<file path="config.mk">
export PLATFORM = sky130hd
export DESIGN_NAME = bilinear_cell_row_fill
export DESIGN_NICKNAME = d
export VERILOG_FILES = /design/src/sv/bcf_pkg.sv /design/src/sv/bcf_div.sv /design/src/sv/bcf_dp.sv /design/src/sv/bcf_ctrl.sv /design/src/sv/bilinear_cell_row_fill.sv
export SDC_FILE = /design/constraint.sdc
export NUM_CORES = 2
export LEC_CHECK = 0
export ABC_AREA = 1
export BUFFER_PORTS_ARGS = -buffer_cell sky130_fd_sc_hd__buf_2
export CORE_MARGIN = 3
export CORE_UTILIZATION = 60
export DETAILED_ROUTE_END_ITERATION = 10
export PLACE_DENSITY_LB_ADDON = 0.25
export REMOVE_ABC_BUFFERS = 1
export SYNTH_ARGS = -nofsm -noshare
export SYNTH_HDL_FRONTEND = slang
export SYNTH_SLANG_ARGS = --single-unit
</file>
<file path="constraint.sdc">
create_clock -name clk -period 19.8 [get_ports clk]
set_input_delay 0.99 -clock clk [delete_from_list [all_inputs] [get_ports clk]]
set_output_delay 0.99 -clock clk [all_outputs]
set_load 0.01 [all_outputs]
</file>
<file path="src/sv/bcf_pkg.sv">
// bcf_pkg: shared widths, field offsets and controller/datapath interface structs
// for the bilinear cell row fill block. Depends on nothing; every bcf_* file uses it.
package bcf_pkg;

  // fixed point and size limits
  localparam int FRAC_BITS = 6;
  localparam int MAX_W     = 64;
  localparam int MAX_H     = 1024;

  // input field widths
  localparam int CORNER_W = 14;
  localparam int WIDTH_W  = 7;
  localparam int HEIGHT_W = 11;
  localparam int ROW_W    = 10;

  // result field widths
  localparam int COLOR_W = 8;
  localparam int COL_W   = $clog2(MAX_W);

  // internal widths
  localparam int HM1_W  = $clog2(MAX_H);        // height minus one
  localparam int NUM_W  = ROW_W + CORNER_W;     // row * |diff| + half
  localparam int STEP_W = COL_W;                // Bresenham step and error
  localparam int Y_W    = CORNER_W + 2;         // signed running value
  localparam int HALF_Y = 1 << (FRAC_BITS - 1);

  // divider: two quotient bits per cycle
  localparam int DIV_RADIX = 2;
  localparam int DIV_CYC   = NUM_W / DIV_RADIX;
  localparam int DIV_CNT_W = $clog2(DIV_CYC);

  // input tdata layout, lowest field first
  localparam int UL_LSB  = 0;
  localparam int UR_LSB  = UL_LSB + CORNER_W;
  localparam int LL_LSB  = UR_LSB + CORNER_W;
  localparam int LR_LSB  = LL_LSB + CORNER_W;
  localparam int W_LSB   = LR_LSB + CORNER_W;
  localparam int H_LSB   = W_LSB + WIDTH_W;
  localparam int ROW_LSB = H_LSB + HEIGHT_W;
  localparam int IN_BITS = ROW_LSB + ROW_W;
  localparam int IN_W    = ((IN_BITS + 7) / 8) * 8;

  // output tdata layout
  localparam int OUT_BITS = COLOR_W + COL_W;
  localparam int OUT_W    = ((OUT_BITS + 7) / 8) * 8;

  // controller -> datapath
  typedef struct packed {
    logic load;        // capture input beat
    logic prep;        // form numerators
    logic start_side;  // start both side divisions
    logic setup;       // row ends, slope, walk start values
    logic start_step;  // start |dy| / step division
    logic walk_init;   // capture slope quotient and remainder
    logic emit;        // load one pixel into the output register
  } cmd_t;

  // datapath -> controller
  typedef struct packed {
    logic empty;       // item yields no pixels
    logic div_done;
    logic div_busy;
    logic out_space;   // output register free this cycle
    logic last_col;    // current pixel is the last of the row
  } sts_t;

endpackage

</file>
<file path="src/sv/bcf_div.sv">
// bcf_div: iterative unsigned restoring divider, two quotient bits per cycle.
// Depends on bcf_pkg for operand widths.
module bcf_div (
  input  logic                      clk,
  input  logic                      rst_n,
  input  logic                      start,
  input  logic [bcf_pkg::NUM_W-1:0] dividend,
  input  logic [bcf_pkg::HM1_W-1:0] divisor,
  output logic [bcf_pkg::NUM_W-1:0] quotient,
  output logic [bcf_pkg::HM1_W-1:0] remainder,
  output logic                      busy,
  output logic                      done
);

  logic [bcf_pkg::NUM_W-1:0]     quo_r, quo_nxt;
  logic [bcf_pkg::HM1_W-1:0]     rem_r, rem_nxt;
  logic [bcf_pkg::HM1_W-1:0]     dvs_r;
  logic [bcf_pkg::DIV_CNT_W-1:0] cnt_r;
  logic                          busy_r, done_r;

  always_comb begin
    logic [bcf_pkg::HM1_W:0] part;
    logic                    qbit;
    rem_nxt = rem_r;
    quo_nxt = quo_r;
    for (int i = 0; i < bcf_pkg::DIV_RADIX; i++) begin
      part = {rem_nxt, quo_nxt[bcf_pkg::NUM_W-1]};
      qbit = 1'b0;
      if (part >= {1'b0, dvs_r}) begin
        part = part - {1'b0, dvs_r};
        qbit = 1'b1;
      end
      rem_nxt = part[bcf_pkg::HM1_W-1:0];
      quo_nxt = {quo_nxt[bcf_pkg::NUM_W-2:0], qbit};
    end
  end

  always_ff @(posedge clk) begin
    if (!rst_n) begin
      busy_r <= 1'b0;
      done_r <= 1'b0;
      cnt_r  <= '0;
    end else begin
      done_r <= 1'b0;
      if (start) begin
        busy_r <= 1'b1;
        cnt_r  <= '0;
      end else if (busy_r) begin
        cnt_r <= cnt_r + 1'b1;
        if (cnt_r == bcf_pkg::DIV_CNT_W'(bcf_pkg::DIV_CYC - 1)) begin
          busy_r <= 1'b0;
          done_r <= 1'b1;
        end
      end
    end
  end

  always_ff @(posedge clk) begin
    if (start) begin
      quo_r <= dividend;
      rem_r <= '0;
      dvs_r <= divisor;
    end else if (busy_r) begin
      quo_r <= quo_nxt;
      rem_r <= rem_nxt;
    end
  end

  assign quotient  = quo_r;
  assign remainder = rem_r;
  assign busy      = busy_r;
  assign done      = done_r;

endmodule

</file>
<file path="src/sv/bcf_dp.sv">
// bcf_dp: datapath of the row fill: input capture, side interpolation through two
// dividers, slope division, Bresenham pixel walk and output register. Uses bcf_pkg, bcf_div.
module bcf_dp (
  input  logic                        clk,
  input  logic                        rst_n,
  input  bcf_pkg::cmd_t               cmd,
  output bcf_pkg::sts_t               sts,
  input  logic [bcf_pkg::IN_W-1:0]    in_data,
  input  logic                        cfg_we,
  input  logic [bcf_pkg::COLOR_W-1:0] cfg_data,
  output logic                        out_valid,
  input  logic                        out_ready,
  output logic [bcf_pkg::OUT_W-1:0]   out_data,
  output logic                        out_last
);

  // captured item
  logic [bcf_pkg::CORNER_W-1:0] ul_r, ur_r, ll_r, lr_r;
  logic [bcf_pkg::WIDTH_W-1:0]  w_r;
  logic [bcf_pkg::HEIGHT_W-1:0] h_r;
  logic [bcf_pkg::ROW_W-1:0]    row_r;
  logic [bcf_pkg::COLOR_W-1:0]  clip_max_r;

  logic [bcf_pkg::WIDTH_W-1:0]  w_in;
  logic [bcf_pkg::HEIGHT_W-1:0] h_in;

  // interpolation
  logic signed [bcf_pkg::CORNER_W:0] dl, dr;
  logic [bcf_pkg::CORNER_W-1:0]      abs_l, abs_r;
  logic [bcf_pkg::HM1_W-1:0]         hm1, half;
  logic [bcf_pkg::NUM_W-1:0]         num_l_r, num_r_r;
  logic                              neg_l_r, neg_r_r, h_one_r;
  logic [bcf_pkg::HM1_W-1:0]         hm1_r;

  // dividers
  logic [bcf_pkg::NUM_W-1:0] div0_a, quo0, quo1;
  logic [bcf_pkg::HM1_W-1:0] div0_b, rem0;
  logic                      busy0, busy1, done0;

  // row ends and slope
  logic [bcf_pkg::CORNER_W:0]        l_sum, r_sum;
  logic [bcf_pkg::CORNER_W-1:0]      lv, rv;
  logic signed [bcf_pkg::CORNER_W:0] dy;
  logic [bcf_pkg::CORNER_W-1:0]      dyabs_r;
  logic                              dneg_r;
  logic [bcf_pkg::STEP_W-1:0]        step_r;

  // walk
  logic signed [bcf_pkg::Y_W-1:0] y_r, y_nxt;
  logic [bcf_pkg::STEP_W-1:0]     e_r, e_nxt;
  logic [bcf_pkg::CORNER_W-1:0]   qd_r;
  logic [bcf_pkg::STEP_W-1:0]     rd_r;
  logic [bcf_pkg::COL_W-1:0]      col_r;
  logic [bcf_pkg::STEP_W:0]       t;
  logic [bcf_pkg::STEP_W+1:0]     ts, e_wide;
  logic [bcf_pkg::CORNER_W:0]     n;
  logic [bcf_pkg::Y_W-bcf_pkg::FRAC_BITS-2:0] ypos;
  logic [bcf_pkg::COLOR_W-1:0]    color;

  // output register
  logic                        out_valid_r;
  logic [bcf_pkg::COLOR_W-1:0] out_color_r;
  logic [bcf_pkg::COL_W-1:0]   out_col_r;
  logic                        out_last_r;

  assign w_in = in_data[bcf_pkg::W_LSB +: bcf_pkg::WIDTH_W];
  assign h_in = in_data[bcf_pkg::H_LSB +: bcf_pkg::HEIGHT_W];

  always_ff @(posedge clk) begin
    if (cmd.load) begin
      ul_r  <= in_data[bcf_pkg::UL_LSB +: bcf_pkg::CORNER_W];
      ur_r  <= in_data[bcf_pkg::UR_LSB +: bcf_pkg::CORNER_W];
      ll_r  <= in_data[bcf_pkg::LL_LSB +: bcf_pkg::CORNER_W];
      lr_r  <= in_data[bcf_pkg::LR_LSB +: bcf_pkg::CORNER_W];
      row_r <= in_data[bcf_pkg::ROW_LSB +: bcf_pkg::ROW_W];
      w_r   <= (w_in > bcf_pkg::WIDTH_W'(bcf_pkg::MAX_W)) ?
               bcf_pkg::WIDTH_W'(bcf_pkg::MAX_W) : w_in;
      h_r   <= (h_in > bcf_pkg::HEIGHT_W'(bcf_pkg::MAX_H)) ?
               bcf_pkg::HEIGHT_W'(bcf_pkg::MAX_H) : h_in;
    end
  end

  always_ff @(posedge clk) begin
    if (!rst_n) begin
      clip_max_r <= '1;
    end else if (cfg_we) begin
      clip_max_r <= cfg_data;
    end
  end

  // numerators: row*|diff| + (h-1)/2, sign kept apart
  assign dl    = $signed({1'b0, ll_r}) - $signed({1'b0, ul_r});
  assign dr    = $signed({1'b0, lr_r}) - $signed({1'b0, ur_r});
  assign abs_l = dl[bcf_pkg::CORNER_W] ? bcf_pkg::CORNER_W'(-dl) : dl[bcf_pkg::CORNER_W-1:0];
  assign abs_r = dr[bcf_pkg::CORNER_W] ? bcf_pkg::CORNER_W'(-dr) : dr[bcf_pkg::CORNER_W-1:0];
  assign hm1   = bcf_pkg::HM1_W'(h_r - 1'b1);
  assign half  = hm1 >> 1;

  always_ff @(posedge clk) begin
    if (cmd.prep) begin
      num_l_r <= bcf_pkg::NUM_W'(row_r) * bcf_pkg::NUM_W'(abs_l) + bcf_pkg::NUM_W'(half);
      num_r_r <= bcf_pkg::NUM_W'(row_r) * bcf_pkg::NUM_W'(abs_r) + bcf_pkg::NUM_W'(half);
      neg_l_r <= dl[bcf_pkg::CORNER_W];
      neg_r_r <= dr[bcf_pkg::CORNER_W];
      hm1_r   <= hm1;
      h_one_r <= (h_r == bcf_pkg::HEIGHT_W'(1));
    end
  end

  // divider 0 is shared between the left side and the slope
  assign div0_a = cmd.start_step ? bcf_pkg::NUM_W'(dyabs_r) : num_l_r;
  assign div0_b = cmd.start_step ? bcf_pkg::HM1_W'(step_r) : hm1_r;

  bcf_div u_div0 (
    .clk       (clk),
    .rst_n     (rst_n),
    .start     (cmd.start_side | cmd.start_step),
    .dividend  (div0_a),
    .divisor   (div0_b),
    .quotient  (quo0),
    .remainder (rem0),
    .busy      (busy0),
    .done      (done0)
  );

  bcf_div u_div1 (
    .clk       (clk),
    .rst_n     (rst_n),
    .start     (cmd.start_side),
    .dividend  (num_r_r),
    .divisor   (hm1_r),
    .quotient  (quo1),
    .remainder (),
    .busy      (busy1),
    .done      ()
  );

  // row ends; quotients never exceed the corner difference
  assign l_sum = neg_l_r ? {1'b0, ul_r} - {1'b0, quo0[bcf_pkg::CORNER_W-1:0]}
                         : {1'b0, ul_r} + {1'b0, quo0[bcf_pkg::CORNER_W-1:0]};
  assign r_sum = neg_r_r ? {1'b0, ur_r} - {1'b0, quo1[bcf_pkg::CORNER_W-1:0]}
                         : {1'b0, ur_r} + {1'b0, quo1[bcf_pkg::CORNER_W-1:0]};
  assign lv    = h_one_r ? ul_r : l_sum[bcf_pkg::CORNER_W-1:0];
  assign rv    = h_one_r ? ur_r : r_sum[bcf_pkg::CORNER_W-1:0];
  assign dy    = $signed({1'b0, rv}) - $signed({1'b0, lv});

  // Bresenham step: |dy| = qd*step + rd, so each pixel needs only small adds.
  // err is kept as a magnitude in [0, w-1]; the sign of dy picks the y direction.
  assign t  = {1'b0, e_r} + {1'b0, rd_r};
  assign ts = {1'b0, t} + {2'b0, step_r};

  always_comb begin
    if (t >= w_r) begin
      n      = {1'b0, qd_r} + 1'b1;
      e_wide = {1'b0, t} - {2'b0, step_r};
    end else if (ts >= {1'b0, w_r}) begin
      n      = {1'b0, qd_r};
      e_wide = {1'b0, t};
    end else if (qd_r != '0) begin
      n      = {1'b0, qd_r} - 1'b1;
      e_wide = ts;
    end else begin
      n      = '0;
      e_wide = {1'b0, t};
    end
    e_nxt = e_wide[bcf_pkg::STEP_W-1:0];
    y_nxt = dneg_r ? y_r - $signed(bcf_pkg::Y_W'(n)) : y_r + $signed(bcf_pkg::Y_W'(n));
  end

  // color: drop fraction, negative reads as 0, saturate at clip_max
  assign ypos  = y_r[bcf_pkg::Y_W-1] ? '0 : y_r[bcf_pkg::Y_W-2:bcf_pkg::FRAC_BITS];
  assign color = (ypos > ($bits(ypos))'(clip_max_r)) ? clip_max_r
                                                      : ypos[bcf_pkg::COLOR_W-1:0];

  always_ff @(posedge clk) begin
    if (cmd.setup) begin
      dneg_r  <= dy[bcf_pkg::CORNER_W];
      dyabs_r <= dy[bcf_pkg::CORNER_W] ? bcf_pkg::CORNER_W'(-dy) : dy[bcf_pkg::CORNER_W-1:0];
      y_r     <= bcf_pkg::Y_W'(lv) + bcf_pkg::Y_W'(bcf_pkg::HALF_Y);
      e_r     <= bcf_pkg::STEP_W'((w_r - 1'b1) >> 1);
      step_r  <= (w_r > bcf_pkg::WIDTH_W'(1)) ? bcf_pkg::STEP_W'(w_r - 1'b1)
                                              : bcf_pkg::STEP_W'(1);
    end else if (cmd.emit) begin
      y_r <= y_nxt;
      e_r <= e_nxt;
    end
    if (cmd.walk_init) begin
      qd_r  <= quo0[bcf_pkg::CORNER_W-1:0];
      rd_r  <= rem0[bcf_pkg::STEP_W-1:0];
      col_r <= '0;
    end else if (cmd.emit) begin
      col_r <= col_r + 1'b1;
    end
  end

  always_ff @(posedge clk) begin
    if (!rst_n) begin
      out_valid_r <= 1'b0;
    end else if (cmd.emit) begin
      out_valid_r <= 1'b1;
    end else if (out_ready) begin
      out_valid_r <= 1'b0;
    end
  end

  always_ff @(posedge clk) begin
    if (cmd.emit) begin
      out_color_r <= color;
      out_col_r   <= col_r;
      out_last_r  <= sts.last_col;
    end
  end

  assign out_valid = out_valid_r;
  assign out_data  = bcf_pkg::OUT_W'({out_col_r, out_color_r});
  assign out_last  = out_last_r;

  assign sts.empty     = (w_r == '0) || (h_r == '0) || ({1'b0, row_r} >= h_r);
  assign sts.div_done  = done0;
  assign sts.div_busy  = busy0 | busy1;
  assign sts.out_space = !out_valid_r || out_ready;
  assign sts.last_col  = (col_r == bcf_pkg::COL_W'(w_r - 1'b1));

`ifndef SYNTHESIS
  a_err_range: assert property (@(posedge clk) disable iff (!rst_n)
    cmd.emit |-> ({1'b0, e_r} < w_r))
    else $error("bcf_dp: Bresenham error term out of range");
  a_div_idle: assert property (@(posedge clk) disable iff (!rst_n)
    (cmd.start_side || cmd.start_step) |-> !(busy0 || busy1))
    else $error("bcf_dp: divider restarted while busy");
  a_slope_rem: assert property (@(posedge clk) disable iff (!rst_n)
    cmd.walk_init |-> (rem0 < bcf_pkg::HM1_W'(step_r)))
    else $error("bcf_dp: slope remainder not below step");
`endif

endmodule

</file>
<file path="src/sv/bcf_ctrl.sv">
// bcf_ctrl: sequencer for the row fill: capture, numerators, side division,
// slope division, pixel walk. Uses bcf_pkg command and status structs.
module bcf_ctrl (
  input  logic          clk,
  input  logic          rst_n,
  input  logic          in_valid,
  output logic          in_ready,
  input  bcf_pkg::sts_t sts,
  output bcf_pkg::cmd_t cmd
);

  typedef enum logic [2:0] {
    ST_IDLE,
    ST_PREP,
    ST_SIDE,
    ST_SLOPE,
    ST_PIX
  } state_t;

  state_t state_r, state_nxt;
  logic   start_side_r, start_side_nxt;
  logic   start_step_r, start_step_nxt;

  assign in_ready       = (state_r == ST_IDLE);
  assign cmd.load       = in_valid && (state_r == ST_IDLE);
  assign cmd.prep       = (state_r == ST_PREP) && !sts.empty;
  assign cmd.start_side = start_side_r;
  assign cmd.start_step = start_step_r;
  assign cmd.setup      = (state_r == ST_SIDE) && sts.div_done;
  assign cmd.walk_init  = (state_r == ST_SLOPE) && sts.div_done;
  assign cmd.emit       = (state_r == ST_PIX) && sts.out_space;

  always_comb begin
    state_nxt      = state_r;
    start_side_nxt = 1'b0;
    start_step_nxt = 1'b0;
    case (state_r)
      ST_IDLE: begin
        if (in_valid) state_nxt = ST_PREP;
      end
      ST_PREP: begin
        if (sts.empty) begin
          state_nxt = ST_IDLE;
        end else begin
          state_nxt      = ST_SIDE;
          start_side_nxt = 1'b1;
        end
      end
      ST_SIDE: begin
        if (sts.div_done) begin
          state_nxt      = ST_SLOPE;
          start_step_nxt = 1'b1;
        end
      end
      ST_SLOPE: begin
        if (sts.div_done) state_nxt = ST_PIX;
      end
      ST_PIX: begin
        if (sts.out_space && sts.last_col) state_nxt = ST_IDLE;
      end
      default: begin
        state_nxt = ST_IDLE;
      end
    endcase
  end

  always_ff @(posedge clk) begin
    if (!rst_n) begin
      state_r      <= ST_IDLE;
      start_side_r <= 1'b0;
      start_step_r <= 1'b0;
    end else begin
      state_r      <= state_nxt;
      start_side_r <= start_side_nxt;
      start_step_r <= start_step_nxt;
    end
  end

`ifndef SYNTHESIS
  a_last_to_idle: assert property (@(posedge clk) disable iff (!rst_n)
    (cmd.emit && sts.last_col) |=> (state_r == ST_IDLE))
    else $error("bcf_ctrl: row not closed after last pixel");
  a_load_to_prep: assert property (@(posedge clk) disable iff (!rst_n)
    cmd.load |=> (state_r == ST_PREP))
    else $error("bcf_ctrl: accepted beat not processed");
  a_walk_div_idle: assert property (@(posedge clk) disable iff (!rst_n)
    (state_r == ST_PIX) |-> !sts.div_busy)
    else $error("bcf_ctrl: divider busy during pixel walk");
`endif

endmodule

</file>
<file path="src/sv/bilinear_cell_row_fill.sv">
// bilinear_cell_row_fill: top level of the bilinear cell row generator.
// Joins bcf_ctrl (sequencer) and bcf_dp (datapath); uses bcf_pkg.
//
// One input beat describes one row of a shaded rectangular cell: four corner
// intensities (color index * 64 + fraction), cell width, cell height and row
// number. The block interpolates the row's left and right values down the
// cell sides (rounded division by height-1, top corners when height is 1),
// then walks across the row with a Bresenham error term and sends one output
// beat per pixel, left to right, with tlast on the last pixel. Every color is
// saturated at clip_max (reset 255). The user must write it through the cfg
// channel while the block is idle; the block does not enforce this. Width is
// clamped to 64 and height to 1024; zero width, zero height or a row at or
// past the height gives no output beats. Sequence: the item is captured, the
// numerators are formed, the two side divisions run in parallel on both
// dividers (a start and then 2 quotient bits per cycle over a 24-bit
// dividend), the row ends are set up, the slope division runs on the first
// divider and the slope quotient is loaded; then the walk sends one pixel per
// cycle while the output is not stalled, width pixels in all. The single
// output register sets the pixel rate; output stalls hold the walk. The next
// beat is taken once the last pixel is in the output register. An item with
// no pixels goes back to idle from the numerator step, starting no divider.
module bilinear_cell_row_fill (
  input  logic                        clk,
  input  logic                        rst_n,
  // upper_left[13:0], upper_right[27:14], lower_left[41:28], lower_right[55:42],
  // cell_width[62:56], cell_height[73:63], row_number[83:74], zero pad
  input  logic [bcf_pkg::IN_W-1:0]    in_tdata,
  input  logic                        in_tvalid,
  output logic                        in_tready,
  // color_index[7:0], column[13:8], zero pad
  output logic [bcf_pkg::OUT_W-1:0]   out_tdata,
  output logic                        out_tlast,
  output logic                        out_tvalid,
  input  logic                        out_tready,
  // clip_max register write
  input  logic [bcf_pkg::COLOR_W-1:0] cfg_data,
  input  logic                        cfg_valid,
  output logic                        cfg_ready
);

  bcf_pkg::cmd_t cmd;
  bcf_pkg::sts_t sts;

  // register write is always taken; software must write only when idle, not enforced here
  assign cfg_ready = 1'b1;

  bcf_ctrl u_ctrl (
    .clk      (clk),
    .rst_n    (rst_n),
    .in_valid (in_tvalid),
    .in_ready (in_tready),
    .sts      (sts),
    .cmd      (cmd)
  );

  bcf_dp u_dp (
    .clk       (clk),
    .rst_n     (rst_n),
    .cmd       (cmd),
    .sts       (sts),
    .in_data   (in_tdata),
    .cfg_we    (cfg_valid),
    .cfg_data  (cfg_data),
    .out_valid (out_tvalid),
    .out_ready (out_tready),
    .out_data  (out_tdata),
    .out_last  (out_tlast)
  );

endmodule
</file>
==> impl_summary.md <==
Hold path
The worst hold-check path type is flop to flop. The worst-case hold path end point is u_dp.u_div0.remainder[9]$_SDFFE_PN0P_. The startpoint identified for the worst hold timing path is u_dp.u_div0.remainder[9]$_SDFFE_PN0P_.

The worst hold path stage count is 2.

Floorplanning
The number of placed I/O pins is 121. The standard-cell row count is 84. The initial utilization of the core area, before any placement, comes to 0.612. In this run the vertical extent of the chip is 238 µm. Measured along the x axis, the die boundary spans 238 µm. The die covers 56800 µm².

The region available for standard cell placement spans 53000 µm².

Worst setup path
The critical-path maximum fanout is 17. Among all stages on the critical path, the largest delay is contributed by sky130_fd_sc_hd__fa_1. At the worst endpoint, the required time is between 20000 and 25000 ps. The worst register-to-register path begins at u_dp.lr_r[0]$_DFFE_PP_.

In this design, the stage delay of the slowest critical-path cell is 540 ps. The kind of end point of the critical path is a flop. The flop-to-flop setup slack is 11420 ps. The endpoint identified for the worst register-to-register timing path is u_dp.num_r_r[23]$_DFFE_PP_. The arrival time of data at the critical path endpoint is 8710 ps. The kind of start point of the critical path is a flop. The critical setup path kind is flop to flop. The depth of the worst register-to-register path is 35.

Route
The detail route stage leaves a number of antenna-violating nets equal to 0. In the routed design, unresolved DRC markers number 0. In the final routed layout, each cell accounts on average for about 17 µm.

For this block, the initial DRC count from the detailed router was 2070. In the routed layout, each cell is associated on average with a via count of 5.55. Summed over all layers, the routed wires come to 77.7 mm. The length of the first detailed-routing pass in iterations is 6. The total via count after detailed routing is 26.1k.

Timing
The maximum clock rate is 119 MHz. The final critical delay including setup and external delays is 8380 ps. Adding up every negative setup slack in the final design gives 0 ps. Between clock sinks in the finished design, the worst skew comes to 30.2 ps.

Setup repair after global routing left no endpoint under its margin. The number of slew-limit violations in the final report is 0. The relative max-transition margin is 0.220.

The worst-margin pin slew is 1170 ps. The final setup violation count is 0. The final worst-path cycle share is 0.423.

The number of hold-slack violations in the final timing report came to 0.

Logic synthesis
The average cell area after synthesis is 8.31 µm². The count of cell types in the netlist is 72. Synthesis produced a netlist whose cell count is 3900. Summing every instance area after synthesis gives 32400 µm². During synthesis, Yosys emitted a total of 0 warnings. After synthesis, the share of flip-flops with an asynchronous set or reset is 0. The sequential share of the synthesized area is 0.301. The count of state elements after synthesis is roughly 340. The most used flip-flop cell after synthesis is sky130_fd_sc_hd__edfxtp_1.

The number of synthesized flops with an enable pin is 291.

GRT
The all-layer global routing usage is 0.277. The initial antenna violation count came to 0. The via count of the first global-routing pass was roughly 25k. The first-pass GRT wire length is about 130 mm.

The total overflow reported by the global router is 0. Entering global routing, the biggest net connects 63 pins.

Clock network
For this design, the CTS-stage hold fixing added 0 buffers. The H-tree depth is 2. The clock buffer count from CTS is 39. The post-CTS resize count is 0. CTS saw 342 sinks.

TritonCTS built the clock tree. The root buffer cell chosen for the clock tree is sky130_fd_sc_hd__clkbuf_16. Clock-pin slew was measured on the worst setup and hold paths at about 70 ps. Counting along the longest clock path gives a buffer depth of 3. The number of buffers inserted by post-CTS setup repair is 0. The clock reaches the later pin of the worst-skew pair after 580 ps.

Cells and area
The proportion of layout cells with a drive suffix above 1 is 0.0661. With fillers left out, the area of the finished cells amounts to 34900 µm². The number of antenna repair diodes is 0.

The finished layout holds 4698 standard cells, fillers aside. After the last flow step, the layout net total stands at around 4.6k. The synthesis-to-finish area growth is 7.69%.

Place
Input and output buffers added on the ports amount to roughly 110. The placed instance count is 4627. The instance area after placement is between 30000 and 40000 µm². Once detailed placement completed, the half-perimeter wirelength came to 60.9 mm.

The final weighted congestion in routability-driven placement is 0.944.

Job
The max-capacitance violation count is 0.

Run status
The flow ran to the end, and the final reports show no timing, DRC or antenna violations.
-- metrics by stage --
step	utilization	setup slack, ps	hold WS (ps)
2_1_floorplan	-	12460	408
5_1_grt	0.659	10920	473
3_5_place_dp	0.634	11480	436
6_report	0.659	11420	458
3_3_place_gp	0.634	11620	417
4_1_cts	0.659	11450	453
-- registers in the layout, indices dropped and copies added (netlist names), 8 cells and up --
signal                 cells
u_dp.u_div0.quotient      24
u_dp.ll_r                 14
u_dp.num_r_r              24
u_dp.u_div1.quotient      24
u_dp.row_r                10
u_dp.clip_max_r            8
u_dp.qd_r                 14
u_dp.hm1_r                10
u_dp.u_div0.remainder     10
u_dp.u_div1.dvs_r         10
u_dp.dyabs_r              14
u_dp.ur_r                 14
u_dp.ul_r                 14
u_dp.h_r                  11
u_dp.u_div0.dvs_r         10
u_dp.num_l_r              24
u_dp.out_color_r           8
u_dp.u_div1.remainder     10
u_dp.lr_r                 14
u_dp.y_r                  16
-- worst max-delay path by stage --
stage / endpoint / slack, ps / start / cells past startpoint
after floorplan: u_dp.num_r_r[23]$_DFFE_PP_ / 12460 / u_dp.lr_r[0]$_DFFE_PP_ / 35
after global placement: u_dp.num_r_r[23]$_DFFE_PP_ / 11620 / u_dp.lr_r[0]$_DFFE_PP_ / 35
after detailed placement: u_dp.num_r_r[23]$_DFFE_PP_ / 11480 / u_dp.lr_r[0]$_DFFE_PP_ / 35
after CTS: u_dp.num_r_r[23]$_DFFE_PP_ / 11450 / u_dp.lr_r[0]$_DFFE_PP_ / 35
after global routing: u_dp.num_l_r[21]$_DFFE_PP_ / 10920 / u_dp.ul_r[0]$_DFFE_PP_ / 33
final: u_dp.num_r_r[23]$_DFFE_PP_ / 11420 / u_dp.lr_r[0]$_DFFE_PP_ / 35
-- final cells by class --
| class | count | area [µm²] |
|---|---|---|
| tap | 688 | 861 |
| inverter | 720 | 2700 |
| multi-input combinational | 2752 | 19600 |
| fill | 4436 | 18100 |
| clock buffer | 44 | 1010 |
| clock inverter | 27 | 313 |
| sequential | 342 | 9760 |
| timing repair buffer | 125 | 656 |
-- routing by layer --
| metal | part of all wire | up-vias | global-route usage | wire length (µm) |
|---|---|---|---|---|
| li1 | - | 12800 | - | - |
| met1 | 0.42 | 12200 | 0.373 | 32700 |
| met2 | 0.46 | 915 | 0.451 | 35900 |
| met3 | 0.068 | 204 | 0.0354 | 5290 |
| met4 | 0.048 | 0 | 0.128 | 3740 |
| met5 | 0 | - | 0 | 0 |
-- cells in the final DEF (no fill, tap or decap), types with 5 or more instances in the layout --
master,instances
sky130_fd_sc_hd__a211oi_1,6
sky130_fd_sc_hd__nand2_2,12
sky130_fd_sc_hd__edfxtp_1,291
sky130_fd_sc_hd__clkinv_1,8
sky130_fd_sc_hd__xnor2_1,42
sky130_fd_sc_hd__nand2_1,751
sky130_fd_sc_hd__inv_1,705
sky130_fd_sc_hd__o21bai_1,15
sky130_fd_sc_hd__dfxtp_1,50
sky130_fd_sc_hd__ha_1,323
sky130_fd_sc_hd__clkbuf_16,39
sky130_fd_sc_hd__fa_1,219
sky130_fd_sc_hd__clkinv_2,8
sky130_fd_sc_hd__nand4_1,41
sky130_fd_sc_hd__a21oi_1,197
sky130_fd_sc_hd__nor2_1,371
sky130_fd_sc_hd__a31oi_1,20
sky130_fd_sc_hd__a22o_1,8
sky130_fd_sc_hd__o21ai_1,13
sky130_fd_sc_hd__nand3b_1,9
sky130_fd_sc_hd__bufinv_16,5
sky130_fd_sc_hd__inv_2,12
sky130_fd_sc_hd__a21boi_0,5
sky130_fd_sc_hd__o21a_1,12
sky130_fd_sc_hd__xor2_1,162
sky130_fd_sc_hd__nor3_2,5
sky130_fd_sc_hd__a21o_1,11
sky130_fd_sc_hd__a22oi_1,7
sky130_fd_sc_hd__nor4_1,10
sky130_fd_sc_hd__buf_4,12
sky130_fd_sc_hd__o211ai_1,21
sky130_fd_sc_hd__nand3_1,170
sky130_fd_sc_hd__o21ai_0,179
sky130_fd_sc_hd__nor3_1,54
sky130_fd_sc_hd__buf_2,113
sky130_fd_sc_hd__or2_2,14
-- worst max-delay path: cells and delay by family (launching register included) --
family                   cells  cell delay [ps]
buffers and inverters        7              550
XOR/XNOR                     2              640
adder cells (fa/ha/maj)      8             3440
AND/OR/NAND/NOR              9             1180
AO/OA/AOI/OAI                9             1880
flip-flops                   1              380
-- Yosys cell counts, types with 4 or more instances --
cell | number | area, µm²
sky130_fd_sc_hd__buf_1 | 4 | 15.0
sky130_fd_sc_hd__buf_2 | 18 | 90.1
sky130_fd_sc_hd__or2_2 | 14 | 87.6
sky130_fd_sc_hd__inv_2 | 11 | 41.3
sky130_fd_sc_hd__fa_1 | 219 | 4380
sky130_fd_sc_hd__nand3_1 | 170 | 851
sky130_fd_sc_hd__nand2_2 | 12 | 75.1
sky130_fd_sc_hd__o21bai_1 | 15 | 113
sky130_fd_sc_hd__clkbuf_1 | 59 | 221
sky130_fd_sc_hd__dfxtp_1 | 51 | 1020
sky130_fd_sc_hd__a21o_1 | 11 | 82.6
sky130_fd_sc_hd__a31oi_1 | 20 | 125
sky130_fd_sc_hd__inv_1 | 706 | 2650
sky130_fd_sc_hd__a221oi_1 | 4 | 35.0
sky130_fd_sc_hd__edfxtp_1 | 291 | 8740
sky130_fd_sc_hd__nand2_1 | 751 | 2820
sky130_fd_sc_hd__nand3b_1 | 9 | 67.6
sky130_fd_sc_hd__o22ai_1 | 4 | 25.0
sky130_fd_sc_hd__nor3_1 | 55 | 275
sky130_fd_sc_hd__o21ai_2 | 4 | 35.0
sky130_fd_sc_hd__buf_4 | 5 | 37.5
sky130_fd_sc_hd__a211oi_1 | 6 | 45.0
sky130_fd_sc_hd__nor2_1 | 372 | 1400
sky130_fd_sc_hd__a22oi_1 | 7 | 52.6
sky130_fd_sc_hd__o211ai_1 | 21 | 158
sky130_fd_sc_hd__o21a_1 | 12 | 90.1
sky130_fd_sc_hd__ha_1 | 323 | 4040
sky130_fd_sc_hd__a21oi_1 | 197 | 986
sky130_fd_sc_hd__nor4_1 | 11 | 68.8
sky130_fd_sc_hd__xnor2_1 | 42 | 368
sky130_fd_sc_hd__a21boi_0 | 5 | 37.5
sky130_fd_sc_hd__o21ai_0 | 179 | 896
sky130_fd_sc_hd__nor3_2 | 4 | 40.0
sky130_fd_sc_hd__a22o_1 | 8 | 70.1
sky130_fd_sc_hd__or2_1 | 4 | 25.0
sky130_fd_sc_hd__o2111ai_1 | 4 | 35.0
sky130_fd_sc_hd__nand4_1 | 41 | 257
sky130_fd_sc_hd__xor2_1 | 162 | 1420
sky130_fd_sc_hd__o21ai_1 | 13 | 65.1
sky130_fd_sc_hd__nor3b_1 | 4 | 30.0
-- cells by family (layout without fill, tap and decap cells) --
group,Yosys count,in the layout,share of synthesized area
adders and majority gates,542,542,0.260
and+or+nand+nor,1460,1460,0.189
xor gates and xnor gates,209,209,0.0583
AOI/OAI and AO/OA,536,536,0.0959
muxes,2,2,0.000618
buffers and inverters,807,916,0.0950
DFF,342,342,0.301
other,2,3,0.000232
Power is left out: the tool's default activity adds up to more than one toggle a clock period on the data nets, which glitch-free logic cannot reach.
